### src/sv/pwq_pkg.sv
// ----------------------------------------------------------------------------
// Priority wait queue package
// Shared sizes, codes, entry layout and bus payload layouts.
// ----------------------------------------------------------------------------
package pwq_pkg;

   // Queue sizing
   localparam int QUEUE_DEPTH = 16;
   localparam int MAX_RESULTS = 16;
   localparam int WAKE_LIMIT  = (MAX_RESULTS < QUEUE_DEPTH) ? MAX_RESULTS : QUEUE_DEPTH;
   localparam int IDX_W       = $clog2(QUEUE_DEPTH);
   localparam int CNT_W       = $clog2(QUEUE_DEPTH + 1);

   // Operation codes carried on the request tuser
   typedef enum logic [1:0] {
      OP_INSERT   = 2'd0,
      OP_REMOVE   = 2'd1,
      OP_WAKE_ONE = 2'd2,
      OP_WAKE_ALL = 2'd3
   } op_type;

   // Result status codes
   typedef enum logic [1:0] {
      ST_DONE      = 2'd0,
      ST_NOT_FOUND = 2'd1,
      ST_EMPTY     = 2'd2,
      ST_FULL      = 2'd3
   } status_type;

   // Sequencer states
   typedef enum logic [3:0] {
      S_IDLE,
      S_INS_RD,
      S_INS_CMP,
      S_INS_HEAD,
      S_RM_RD,
      S_RM_CMP,
      S_SH_RD,
      S_SH_WR,
      S_EMIT,
      S_WA_FIRST,
      S_WA_CAP,
      S_WA_RD,
      S_WA_EMIT
   } state_type;

   // One stored waiter
   typedef struct packed {
      logic [7:0] id;
      logic [7:0] prio;
   } entry_type;

   // Flags returned by the shared compare unit
   typedef struct packed {
      logic             prio_le;
      logic             id_eq;
      logic             at_limit;
      logic [CNT_W-1:0] idx_inc;
   } cmp_type;

   // Request tdata layout, lowest bit last
   typedef struct packed {
      logic [6:0] pad;
      logic       holds_resource;
      logic [7:0] priority_req;
      logic [7:0] waiter_id;
   } req_data_type;

   // Result tdata layout, lowest bit last
   typedef struct packed {
      logic [5:0] pad;
      logic [4:0] waiter_count;
      logic       bridges_possible;
      logic [7:0] head_prio;
      logic       top_valid;
      logic       woken_valid;
      logic [7:0] woken_id;
      logic [1:0] status;
   } rsp_data_type;

endpackage

### src/sv/pwq_cmp_unit.sv
// ----------------------------------------------------------------------------
// Priority wait queue compare unit
// The one compare and increment unit that every scan and shift step shares.
// ----------------------------------------------------------------------------
module pwq_cmp_unit (
   input  pwq_pkg::entry_type             rd_entry,
   input  logic [7:0]                     key_id,
   input  logic [7:0]                     key_prio,
   input  logic [pwq_pkg::CNT_W-1:0]      idx,
   input  logic [pwq_pkg::CNT_W-1:0]      limit,
   output pwq_pkg::cmp_type               cmp
);

   logic [pwq_pkg::CNT_W-1:0] idx_next;

   // Step the scan index and test it against the end of the scan.
   assign idx_next = idx + pwq_pkg::CNT_W'(1);

   // Priority order keeps equal priorities first-in, so less or equal stops the scan.
   always_comb begin
      cmp.prio_le  = (rd_entry.prio <= key_prio);
      cmp.id_eq    = (rd_entry.id == key_id);
      cmp.at_limit = (idx_next == limit);
      cmp.idx_inc  = idx_next;
   end

endmodule

### src/sv/priority_wait_queue_unit.sv
// ----------------------------------------------------------------------------
// Priority wait queue
// Waiter queue sorted by priority with first-in order among equals.
// ----------------------------------------------------------------------------
// The queue lives in a single-port-write, single-port-read store with a
// registered read, and one compare unit under a small sequencer walks it; the
// block accepts a transaction only when the sequencer is idle. An insert
// walks from the tail and moves each entry with a worse priority down; a
// remove compares from the head and moves every entry behind the one taken
// out up; a wake-one takes the head and moves the rest of the queue up through
// the store; a wake-all releases waiters one result at a time and then moves
// any left up. Refused or empty requests go straight to their result. A result
// that waits on the response side holds the sequencer. The output register
// lets the next request be taken while the last result still waits on the
// response side.
// ----------------------------------------------------------------------------
module priority_wait_queue_unit (
   input  logic        clock,
   input  logic        reset,
   // Request channel
   input  logic        req_tvalid,
   output logic        req_tready,
   input  logic [23:0] req_tdata,   // waiter_id[7:0], priority_req[15:8], holds_resource[16]
   input  logic [1:0]  req_tuser,   // operation[1:0]
   // Result channel
   output logic        rsp_tvalid,
   input  logic        rsp_tready,
   output logic [31:0] rsp_tdata,   // status[1:0], woken_id[9:2], woken_valid[10],
                                    // top_valid[11], head_prio[19:12],
                                    // bridges_possible[20], waiter_count[25:21]
   output logic        rsp_tlast
);

   localparam int CW = pwq_pkg::CNT_W;
   localparam int IW = pwq_pkg::IDX_W;

   // Sequencer and request registers
   pwq_pkg::state_type  state_ff, state_in;
   pwq_pkg::op_type     op_ff, op_in;
   logic [7:0]          id_ff, id_in;
   logic [7:0]          pr_ff, pr_in;
   logic                holds_ff, holds_in;
   pwq_pkg::status_type status_ff, status_in;

   // Scan and shift pointers
   logic [CW-1:0]       idx_ff, idx_in;
   logic [CW-1:0]       dst_ff, dst_in;
   logic [CW-1:0]       gap_ff, gap_in;
   logic [CW-1:0]       ktot_ff, ktot_in;
   logic                silent_ff, silent_in;
   logic [7:0]          woken_id_ff, woken_id_in;
   logic                woken_v_ff, woken_v_in;

   // Queue status
   logic [CW-1:0]       count_ff, count_in;
   logic                bridge_ff, bridge_in;
   logic [7:0]          head_ff, head_in;

   // Output register
   logic                rsp_valid_ff, rsp_valid_in;
   pwq_pkg::rsp_data_type rsp_data_ff, rsp_data_in;
   logic                rsp_last_ff, rsp_last_in;

   // Entry store
   pwq_pkg::entry_type  entry_mem_ff [pwq_pkg::QUEUE_DEPTH];
   pwq_pkg::entry_type  mem_rd_ff;
   logic [IW-1:0]       rd_addr;
   logic                mem_we;
   logic [IW-1:0]       mem_waddr;
   pwq_pkg::entry_type  mem_wdata;

   // Shared unit and helpers
   pwq_pkg::cmp_type    cmp;
   logic [CW-1:0]       cmp_limit;
   pwq_pkg::req_data_type req_data;
   logic                req_fire;
   logic                slot_free;
   logic                emit;
   pwq_pkg::rsp_data_type emit_data;
   logic                emit_last;
   logic                rm_match;
   logic                shift_done;
   logic [CW-1:0]       count_less_gap;
   logic [CW-1:0]       wa_remain;
   logic                full;

   assign req_data       = pwq_pkg::req_data_type'(req_tdata);
   assign req_fire       = req_tvalid && req_tready;
   assign req_tready     = (state_ff == pwq_pkg::S_IDLE) && !reset;
   assign slot_free      = !rsp_valid_ff || rsp_tready;
   assign full           = (count_ff == CW'(pwq_pkg::QUEUE_DEPTH));
   assign shift_done     = (idx_ff >= count_ff);
   assign count_less_gap = count_ff - gap_ff;
   assign wa_remain      = count_ff - cmp.idx_inc;
   assign rm_match       = (op_ff == pwq_pkg::OP_WAKE_ONE) || cmp.id_eq;

   // Wake-all counts against the number it may release, all else against the fill.
   always_comb begin
      case (state_ff)
         pwq_pkg::S_WA_FIRST, pwq_pkg::S_WA_CAP,
         pwq_pkg::S_WA_RD, pwq_pkg::S_WA_EMIT: cmp_limit = ktot_ff;
         default:                              cmp_limit = count_ff;
      endcase
   end

   pwq_cmp_unit u_cmp (
      .rd_entry (mem_rd_ff),
      .key_id   (id_ff),
      .key_prio (pr_ff),
      .idx      (idx_ff),
      .limit    (cmp_limit),
      .cmp      (cmp)
   );

   // Next state
   always_comb begin
      state_in = state_ff;
      case (state_ff)
         pwq_pkg::S_IDLE: begin
            if (req_fire) begin
               case (pwq_pkg::op_type'(req_tuser))
                  pwq_pkg::OP_INSERT: begin
                     if (full) begin
                        state_in = pwq_pkg::S_EMIT;
                     end else if (count_ff == '0) begin
                        state_in = pwq_pkg::S_INS_HEAD;
                     end else begin
                        state_in = pwq_pkg::S_INS_RD;
                     end
                  end
                  pwq_pkg::OP_REMOVE, pwq_pkg::OP_WAKE_ONE: begin
                     state_in = (count_ff == '0) ? pwq_pkg::S_EMIT : pwq_pkg::S_RM_RD;
                  end
                  pwq_pkg::OP_WAKE_ALL: begin
                     state_in = (count_ff == '0) ? pwq_pkg::S_EMIT : pwq_pkg::S_WA_FIRST;
                  end
                  default: state_in = pwq_pkg::S_IDLE;
               endcase
            end
         end
         pwq_pkg::S_INS_RD: state_in = pwq_pkg::S_INS_CMP;
         pwq_pkg::S_INS_CMP: begin
            if (cmp.prio_le) begin
               state_in = pwq_pkg::S_EMIT;
            end else if (idx_ff == '0) begin
               state_in = pwq_pkg::S_INS_HEAD;
            end
         end
         pwq_pkg::S_INS_HEAD: state_in = pwq_pkg::S_EMIT;
         pwq_pkg::S_RM_RD:    state_in = pwq_pkg::S_RM_CMP;
         pwq_pkg::S_RM_CMP: begin
            if (rm_match) begin
               state_in = pwq_pkg::S_SH_RD;
            end else if (cmp.at_limit) begin
               state_in = pwq_pkg::S_EMIT;
            end
         end
         pwq_pkg::S_SH_RD: begin
            if (shift_done) begin
               state_in = silent_ff ? pwq_pkg::S_IDLE : pwq_pkg::S_EMIT;
            end else begin
               state_in = pwq_pkg::S_SH_WR;
            end
         end
         pwq_pkg::S_SH_WR: state_in = pwq_pkg::S_SH_RD;
         pwq_pkg::S_EMIT: begin
            if (slot_free) begin
               state_in = pwq_pkg::S_IDLE;
            end
         end
         pwq_pkg::S_WA_FIRST: state_in = pwq_pkg::S_WA_CAP;
         pwq_pkg::S_WA_CAP:   state_in = pwq_pkg::S_WA_EMIT;
         pwq_pkg::S_WA_RD:    state_in = pwq_pkg::S_WA_EMIT;
         pwq_pkg::S_WA_EMIT: begin
            if (slot_free) begin
               if (!cmp.at_limit) begin
                  state_in = pwq_pkg::S_WA_RD;
               end else if (wa_remain == '0) begin
                  state_in = pwq_pkg::S_IDLE;
               end else begin
                  state_in = pwq_pkg::S_SH_RD;
               end
            end
         end
         default: state_in = pwq_pkg::S_IDLE;
      endcase
   end

   // Datapath, store access and result assembly
   always_comb begin
      op_in       = op_ff;
      id_in       = id_ff;
      pr_in       = pr_ff;
      holds_in    = holds_ff;
      status_in   = status_ff;
      idx_in      = idx_ff;
      dst_in      = dst_ff;
      gap_in      = gap_ff;
      ktot_in     = ktot_ff;
      silent_in   = silent_ff;
      woken_id_in = woken_id_ff;
      woken_v_in  = woken_v_ff;
      count_in    = count_ff;
      bridge_in   = bridge_ff;
      head_in     = head_ff;
      rd_addr     = idx_ff[IW-1:0];
      mem_we      = 1'b0;
      mem_waddr   = '0;
      mem_wdata   = '0;
      emit        = 1'b0;
      emit_data   = '0;
      emit_last   = 1'b0;

      case (state_ff)
         // Capture the request and pick the starting point of the walk.
         pwq_pkg::S_IDLE: begin
            if (req_fire) begin
               op_in       = pwq_pkg::op_type'(req_tuser);
               id_in       = req_data.waiter_id;
               pr_in       = req_data.priority_req;
               holds_in    = req_data.holds_resource;
               woken_id_in = '0;
               woken_v_in  = 1'b0;
               silent_in   = 1'b0;
               gap_in      = CW'(1);
               dst_in      = '0;
               ktot_in     = (count_ff > CW'(pwq_pkg::WAKE_LIMIT)) ?
                             CW'(pwq_pkg::WAKE_LIMIT) : count_ff;
               status_in   = pwq_pkg::ST_DONE;
               idx_in      = '0;
               case (pwq_pkg::op_type'(req_tuser))
                  pwq_pkg::OP_INSERT: begin
                     idx_in = count_ff - CW'(1);
                     if (full) begin
                        status_in = pwq_pkg::ST_FULL;
                     end
                  end
                  pwq_pkg::OP_REMOVE: begin
                     if (count_ff == '0) begin
                        status_in = pwq_pkg::ST_NOT_FOUND;
                     end
                  end
                  pwq_pkg::OP_WAKE_ONE, pwq_pkg::OP_WAKE_ALL: begin
                     if (count_ff == '0) begin
                        status_in = pwq_pkg::ST_EMPTY;
                     end
                  end
                  default: status_in = pwq_pkg::ST_DONE;
               endcase
            end
         end

         pwq_pkg::S_INS_RD: rd_addr = idx_ff[IW-1:0];

         // Insert walks from the tail, moving worse entries down by one.
         pwq_pkg::S_INS_CMP: begin
            mem_we    = 1'b1;
            mem_waddr = cmp.idx_inc[IW-1:0];
            if (cmp.prio_le) begin
               mem_wdata = '{id: id_ff, prio: pr_ff};
               count_in  = count_ff + CW'(1);
               bridge_in = bridge_ff | holds_ff;
            end else begin
               mem_wdata = mem_rd_ff;
               if (idx_ff != '0) begin
                  idx_in  = idx_ff - CW'(1);
                  rd_addr = idx_in[IW-1:0];
               end
            end
         end

         pwq_pkg::S_INS_HEAD: begin
            mem_we    = 1'b1;
            mem_waddr = '0;
            mem_wdata = '{id: id_ff, prio: pr_ff};
            head_in   = pr_ff;
            count_in  = count_ff + CW'(1);
            bridge_in = bridge_ff | holds_ff;
         end

         pwq_pkg::S_RM_RD: rd_addr = idx_ff[IW-1:0];

         // Remove scans from the head; wake-one takes the head at once.
         pwq_pkg::S_RM_CMP: begin
            if (rm_match) begin
               if (op_ff == pwq_pkg::OP_WAKE_ONE) begin
                  woken_id_in = mem_rd_ff.id;
                  woken_v_in  = 1'b1;
               end
               dst_in = idx_ff;
               idx_in = cmp.idx_inc;
            end else if (cmp.at_limit) begin
               status_in = pwq_pkg::ST_NOT_FOUND;
            end else begin
               idx_in  = cmp.idx_inc;
               rd_addr = cmp.idx_inc[IW-1:0];
            end
         end

         // Close the gap: entries from the source pointer move up by the gap.
         pwq_pkg::S_SH_RD: begin
            if (shift_done) begin
               count_in = count_less_gap;
               if (count_less_gap == '0) begin
                  bridge_in = 1'b0;
               end
            end else begin
               rd_addr = idx_ff[IW-1:0];
            end
         end

         pwq_pkg::S_SH_WR: begin
            mem_we    = 1'b1;
            mem_waddr = dst_ff[IW-1:0];
            mem_wdata = mem_rd_ff;
            if (dst_ff == '0) begin
               head_in = mem_rd_ff.prio;
            end
            idx_in = cmp.idx_inc;
            dst_in = dst_ff + CW'(1);
         end

         // Single result from the updated queue status.
         pwq_pkg::S_EMIT: begin
            emit                       = slot_free;
            emit_last                  = 1'b1;
            emit_data.status           = status_ff;
            emit_data.woken_id         = woken_id_ff;
            emit_data.woken_valid      = woken_v_ff;
            emit_data.top_valid        = (count_ff != '0);
            emit_data.head_prio        = (count_ff != '0) ? head_ff : 8'd0;
            emit_data.bridges_possible = bridge_ff;
            emit_data.waiter_count     = 5'(count_ff);
         end

         pwq_pkg::S_WA_FIRST: rd_addr = '0;

         pwq_pkg::S_WA_CAP: begin
            woken_id_in = mem_rd_ff.id;
            rd_addr     = cmp.idx_inc[IW-1:0];
         end

         pwq_pkg::S_WA_RD: rd_addr = cmp.idx_inc[IW-1:0];

         // Wake-all: each result pops one waiter; the next entry gives the new head.
         pwq_pkg::S_WA_EMIT: begin
            rd_addr                    = cmp.idx_inc[IW-1:0];
            emit                       = slot_free;
            emit_last                  = cmp.at_limit;
            emit_data.status           = pwq_pkg::ST_DONE;
            emit_data.woken_id         = woken_id_ff;
            emit_data.woken_valid      = 1'b1;
            emit_data.top_valid        = (wa_remain != '0);
            emit_data.head_prio        = (wa_remain != '0) ? mem_rd_ff.prio : 8'd0;
            emit_data.bridges_possible = (wa_remain != '0) ? bridge_ff : 1'b0;
            emit_data.waiter_count     = 5'(wa_remain);
            if (slot_free) begin
               woken_id_in = mem_rd_ff.id;
               idx_in      = cmp.idx_inc;
               if (cmp.at_limit) begin
                  if (wa_remain == '0) begin
                     count_in  = '0;
                     bridge_in = 1'b0;
                  end else begin
                     idx_in    = ktot_ff;
                     dst_in    = '0;
                     gap_in    = ktot_ff;
                     silent_in = 1'b1;
                  end
               end
            end
         end

         default: rd_addr = idx_ff[IW-1:0];
      endcase
   end

   // Output register next value
   always_comb begin
      rsp_valid_in = rsp_valid_ff;
      rsp_data_in  = rsp_data_ff;
      rsp_last_in  = rsp_last_ff;
      if (emit) begin
         rsp_valid_in = 1'b1;
         rsp_data_in  = emit_data;
         rsp_last_in  = emit_last;
      end else if (rsp_tready) begin
         rsp_valid_in = 1'b0;
      end
   end

   assign rsp_tvalid = rsp_valid_ff;
   assign rsp_tdata  = rsp_data_ff;
   assign rsp_tlast  = rsp_last_ff;

   // Entry store with registered read
   always_ff @(posedge clock) begin
      if (mem_we) begin
         entry_mem_ff[mem_waddr] <= mem_wdata;
      end
      mem_rd_ff <= entry_mem_ff[rd_addr];
   end

   // Control registers
   always_ff @(posedge clock) begin
      if (reset) begin
         state_ff     <= pwq_pkg::S_IDLE;
         count_ff     <= '0;
         bridge_ff    <= 1'b0;
         rsp_valid_ff <= 1'b0;
      end else begin
         state_ff     <= state_in;
         count_ff     <= count_in;
         bridge_ff    <= bridge_in;
         rsp_valid_ff <= rsp_valid_in;
      end
   end

   // Payload registers
   always_ff @(posedge clock) begin
      op_ff       <= op_in;
      id_ff       <= id_in;
      pr_ff       <= pr_in;
      holds_ff    <= holds_in;
      status_ff   <= status_in;
      idx_ff      <= idx_in;
      dst_ff      <= dst_in;
      gap_ff      <= gap_in;
      ktot_ff     <= ktot_in;
      silent_ff   <= silent_in;
      woken_id_ff <= woken_id_in;
      woken_v_ff  <= woken_v_in;
      head_ff     <= head_in;
      rsp_data_ff <= rsp_data_in;
      rsp_last_ff <= rsp_last_in;
   end

endmodule
### config.mk
export PLATFORM = sky130hd
export DESIGN_NAME = priority_wait_queue_unit
export DESIGN_NICKNAME = d
export VERILOG_FILES = /design/src/sv/pwq_pkg.sv /design/src/sv/pwq_cmp_unit.sv /design/src/sv/priority_wait_queue_unit.sv
export SDC_FILE = /design/constraint.sdc
export NUM_CORES = 1
export LEC_CHECK = 0
export BUFFER_PORTS_ARGS = -buffer_cell sky130_fd_sc_hd__buf_2
export CORE_MARGIN = 4
export CORE_UTILIZATION = 56
export DETAILED_ROUTE_END_ITERATION = 8
export GPL_TIMING_DRIVEN = 0
export PLACE_DENSITY = 0.73
export SLEW_MARGIN = 20
export SYNTH_ARGS = -nofsm -noshare
export SYNTH_HDL_FRONTEND = slang
export SYNTH_SLANG_ARGS = --single-unit
### constraint.sdc
create_clock -name clock -period 3.65 [get_ports clock]
set_clock_uncertainty 0.05 [all_clocks]
set_input_delay 0.5475 -clock clock [delete_from_list [all_inputs] [get_ports clock]]
set_output_delay 0.5475 -clock clock [all_outputs]
set_load 0.01 [all_outputs]
**Yosys cells after proc, flatten, opt, wreduce, memory -nomap -nowiden**

Memories as Yosys holds them, arrays and structs flattened. A register that Yosys moved wholly into a read port is not among the register bits.
Index checks and enable logic that the tools add are counted.

- Bits in registers: 97
- Bits in writable memories: 256
- Word-level logic and storage cells: 211
- Memories kept: 1

- Add/subtract/negate cells: 7
- Magnitude comparators: 3
- Eq/ne operators: 38
- Multiplexer cells: 94
- Bitwise gates (word level): 1
- Reductions and logical operators: 42

Memories:

| memory | words | bits a word | rd ports | clocked after memory_dff | wr ports | RTL line | source |
|---|---|---|---|---|---|---|---|
| entry_mem_ff | 16 | 16 | 1 | 1 | 1 | priority_wait_queue_unit.sv:65 | `pwq_pkg::entry_type entry_mem_ff [pwq_pkg::QUEUE_DEPTH];` |

Operator list:

| cell | number |
|---|---|
| 5-bit 2-to-1 mux | 24 |
| 4-bit 2-to-1 mux | 16 |
| 8-bit 2-to-1 mux | 7 |
| 26-bit one-hot mux with 2 select lines | 1 |
| 16-bit one-hot mux with 3 select lines | 1 |
| 4-bit one-hot mux with 12 select lines | 1 |
| 5-bit one-hot mux with 4 select lines | 2 |
| 2-bit inequality test, second input constant | 16 |
| 8-bit one-hot mux with 4 select lines | 1 |
| 5-bit logical NOT | 5 |
| 5-bit one-hot mux with 5 select lines | 1 |
| 1-bit 2-to-1 mux | 21 |
| 4-bit equality test, second input constant | 5 |
| 5-bit nonzero test | 4 |
| 6-bit AND reduction | 3 |
| 4-bit by 3-bit equality test with 1-bit output, second input constant | 4 |
| 16-bit 2-to-1 mux | 1 |
| 4-bit one-hot mux with 4 select lines | 1 |
| 8-bit one-hot mux with 2 select lines | 1 |
| 5-bit by 1-bit adder with 5-bit output, second input constant | 3 |
| 5-bit AND reduction | 3 |
| 2-bit 2-to-1 mux | 6 |
| 4-bit one-hot mux with 3 select lines | 1 |
| 4-bit nonzero test | 3 |
| 33 further kinds | 54 |

**Longest topological paths before layout**

- Depth after elaboration: 7
- Gate-level depth with buffers: 16
- Mapped depth without buffers: 12

**Cells and area by module**

From an unflattened synthesis, not the netlist that was laid out.

- Cells, all modules: 1126
- Area total of the unflattened synthesis: 16285.6 um^2

By module, submodules not included:

| module | instances | cells an instance | area each (um^2) | sequential area each (um^2) |
|---|---|---|---|---|
| priority_wait_queue_unit | 1 | 1075 | 15880.2 | 10810.4 |
| pwq_cmp_unit | 1 | 51 | 405.4 | 0.0 |

**Worst setup path before layout**

Ideal clock, no wire load.

- Path kind: register to register
- Start point: register idx_ff[0]
- End point: register dst_ff[0] (enable)
- Arrival time: 3.573 ns
- Slack: -0.355 ns
- Stages on the path, launching flop included: 14
- Buffers on the path: 2
- Path through: edfxtp_1 > clkbuf_1 > clkinv_1 > ha_1 > clkbuf_1 > inv_1 > ha_1 > a21o_1 > a21oi_1 > xnor2_1 > nor3b_1 > nor2_1 > nor2_1 > nor4_1

- Cells in the longest elaborated chain, start to end: 5

Ends and longest elaborated chain:

| what | RTL line | source |
|---|---|---|
| start: declaration | priority_wait_queue_unit.sv:46 | `logic [CW-1:0] idx_ff, idx_in;` |
| start signal: assignment | priority_wait_queue_unit.sv:426 | `idx_ff <= idx_in;` |
| 5-bit by 1-bit adder with 5-bit output * | pwq_cmp_unit.sv:17 | `assign idx_next = idx + pwq_pkg::CNT_W'(1);` |
| 5-bit subtractor | priority_wait_queue_unit.sv:94 | `assign wa_remain = count_ff - cmp.idx_inc;` |
| 5-bit logical NOT | priority_wait_queue_unit.sv:361 | `if (wa_remain == '0) begin` |
| 2-bit inequality test (no line) | - |  |
| 6-bit AND reduction (no line) * | - |  |
| end signal: assignment | priority_wait_queue_unit.sv:427 | `dst_ff <= dst_in;` |
| end: declaration | priority_wait_queue_unit.sv:47 | `logic [CW-1:0] dst_ff, dst_in;` |

Every way passes the cells marked *; elsewhere a longest branch is shown, timed or not.
A chain may end at the register's enable or synchronous reset.

**Worst setup path after layout**

- Start point: register idx_ff[0]
- End point: register, netlist name mem_rd_ff[4]

- Cells in the longest elaborated chain, start to end: 5

Ends and longest elaborated chain:

| what | RTL line | source |
|---|---|---|
| 5-bit by 1-bit adder with 5-bit output | pwq_cmp_unit.sv:17 |  |
| 5-bit equality test | pwq_cmp_unit.sv:23 | `cmp.at_limit = (idx_next == limit);` |
| 4-bit 2-to-1 mux | priority_wait_queue_unit.sv:292 | `end else if (cmp.at_limit) begin` |
| 4-bit 2-to-1 mux | priority_wait_queue_unit.sv:285 | `if (rm_match) begin` |
| 4-bit one-hot mux with 4 select lines * | priority_wait_queue_unit.sv:214 | `case (state_ff)` |

Marks and branches as above.

==> summary.txt <==
Post-synthesis sequential area ratio: 63.5%
Antenna Violating Nets Remaining: 0
FF-to-FF End: mem_rd_ff[4]
Vias per cell: 6.62
Antenna violations before repair: 0
Cts bufs inserted: 38
Final worst path period need: 3.85 ns
DRT Pass-1 Iters: 6
Tcrit/Tclk final: 105%
RSZ-0062 raised after global routing: true
Yosys warns: 0
GP Congestion: 0.948
Share of the synthesized area in the top cell type: 60.3%
Worst reg2reg setup slack: -0.20 ns
Post-route DRC: 0
Clock input transition at the sequential cells of the worst setup and hold paths: 0.06 ns
Crit path kind: reg -> reg
P_leak: 7.52 nW
WP data arrival: 4.21 ns
Slew Limit Fails: 0
IR Drop Worst-Case VDD: 0.617 mV
Starting Density: 57.1%
Max clock buf depth: 3
GRT Util Overall: 27.4%
Vias in the first global route: 11883
Synth Flop Type: edfxtp_1
Post-synth top area cell: edfxtp_1
Max_cap viols: 0
Top cells by area, synth: edfxtp_1 60%, mux2i_1 3.9%, dfxtp_1 3.2%
Cell count after synthesis: 1311
Final Hold Vio Count: 0
Crit Path Max Fanout: 6
Synth async-reset ratio: 0%
Ports: 65
R2r startpoint: idx_ff[0]
Total grt overflow: 0
Fraction of layout cells with a size suffix above 1: 25.4%
Port bufs: 51
Slew HR: 26.5%
Die ar.: 33200 um^2
Post-synth top cells: 342 x edfxtp_1, 87 x a21oi_1, 86 x nand2_1, 70 x nor2_1
Critical Path RT: 4.01 ns
Netlist cell types: 80
Crit path launch: idx_ff[0]
Hold WS: 0.138 ns
Final setup margin: -0.198 ns
Area growth syn-to-layout: 22.7%
CTS Root Buffer Type: clkbuf_16
Post-synthesis register bit count: 369
Cts hold-fix bufs: 0
First-pass GRT wire length: 70200 um
Largest net degree at the start of global routing: 28
Worst Setup EP: mem_rd_ff[4]
Reg2Reg Depth: 16
Most frequent cell after synthesis: edfxtp_1
CTS tree: done
Worst slew pin tran: 1.10 ns
Failing checks: setup timing
Critical path capture point type: flop
Worst-Skew Late Latency: 0.54 ns
Pwr Total: 0.0207 W
Via count: 12562
Syn Std Cell Area: 17000 um^2
Min-delay worst type: in -> reg
Startpoint Class: flop
N_diodes: 0
Initial DRC count: 1672
CTS H-tree depth: 2
Fmax: 260 MHz
Outcome: finished with violations
Mapped Avg Cell Area: 13.0 um^2
Die extent in x: 182 um
Row count: 63
Final setup viols: 16
Total Wirelength: 48700 um
Area of the core: 29800 um^2
EDFF count, synth: 342
Detail Placement HPWL: 31900 um
Pwr/cell area: 993 nW/um^2
DR WL/cell: 25.6 um
Final #Nets: 1546
CTS Sinks: 369
Die Span Y: 182 um
Place WS: -1.46 ns
## worst max-delay path: stages (launching register included)
cell	delay, ns
edfxtp_1	0.43
buf_6	0.13
ha_4	0.16
nand3_4	0.10
xnor2_4	0.17
and3_4	0.19
or4_4	0.59
o31a_1	0.30
o211a_1	0.26
buf_6	0.16
buf_12	0.14
buf_6	0.13
buf_4	0.13
mux2i_1	0.14
o22a_1	0.20
o221ai_4	0.13
a211o_1	0.32
## cell families (layout without fill, tap and decap cells)
logic type | Yosys count | after routing | share of synthesized area [%]
DFF | 369 | 369 | 63.5
adders and majority gates | 35 | 35 | 2.66
xor gates and xnor gates | 32 | 32 | 1.69
and+or+nand+nor | 292 | 293 | 8.58
other | 1 | 6 | 0.0220
muxes | 67 | 67 | 3.94
buffers and inverters | 131 | 323 | 3.83
AOI/OAI and AO/OA | 384 | 384 | 15.8
## per-layer routing
layer | vias to the layer above | wire length [um] | track usage [%]
met1 | 6087 | 18500 | 37.8
met4 | 0 | 1990 | 9.49
met3 | 176 | 5350 | 5.18
met2 | 859 | 22800 | 44.2
met5 | - | 0 | 0
li1 | 5440 | - | -
## final cells by class
| type | count | area (um^2) |
|---|---|---|
| inverters | 37 | 155 |
| multi-input cells | 817 | 6420 |
| well taps | 390 | 488 |
| fillers | 1991 | 8920 |
| flip-flops and latches | 369 | 10800 |
| plain buffers | 88 | 656 |
| clock buffers | 52 | 1080 |
| clock inverters | 16 | 175 |
| repair buffers | 130 | 1080 |
## repair_timing
item	in CTS	in global routing
endpoints found under the setup margin	285	168
gates resized for setup	99	135
cloned	1	5
pin swaps	20	35
buffers inserted	28	34
## power by group
part | internal [W] | total, W | switching (W) | leakage [nW]
Sequential | 0.00545 | 0.00580 | 0.000356 | 3.36
Clock | 0.00224 | 0.00387 | 0.00163 | 0.609
Combinational | 0.00460 | 0.0111 | 0.00647 | 3.55
## placed cells by master (no fill, tap or decap), types with 17 or more instances in the layout
master / count
edfxtp_1: 342
nand2_1: 85
a21oi_1: 83
buf_4: 65
buf_2: 60
o21ai_0: 56
nor2_1: 48
mux2i_1: 47
clkbuf_16: 43
a22oi_1: 36
clkbuf_1: 33
inv_1: 31
ha_1: 31
and3_1: 26
a221oi_1: 25
buf_6: 24
dfxtp_1: 24
nand3_1: 18
nor2b_1: 17
a211o_1: 17
## state kept, by name (all words and copies together) (netlist names), 8 cells and up
| name | flops |
|---|---|
| pr_ff | 8 |
| mem_rd_ff | 16 |
| rsp_tdata | 26 |
| head_ff | 8 |
| entry_mem_ff | 256 |
| id_ff | 8 |
| woken_id_ff | 8 |
## per-stage QoR
step                      cell area, um^2  TNS, ns  instances  utilization (%)
after floorplan                     17100        0       1316                -
after global placement              17800  -271.79       1757             59.7
after detailed placement            18000   -93.31       1769             60.5
after CTS                           19900   -0.836       1862             66.9
after global routing                20900    -3.66       1899             70.1
final                               20900    -1.97       1899             70.1
## worst min-delay path by stage
stage,start,end,slack (ns),depth (start not counted)
floorplan,bridge_ff,bridge_ff,0.39,2
global placement,bridge_ff,bridge_ff,0.44,2
detailed placement,bridge_ff,bridge_ff,0.44,2
CTS,req_tdata[2],id_ff[2],0.13,1
global route,req_tdata[14],pr_ff[6],0.13,1
finish,req_tdata[14],pr_ff[6],0.14,1
No activity file was read; power rests on OpenSTA's default activity.
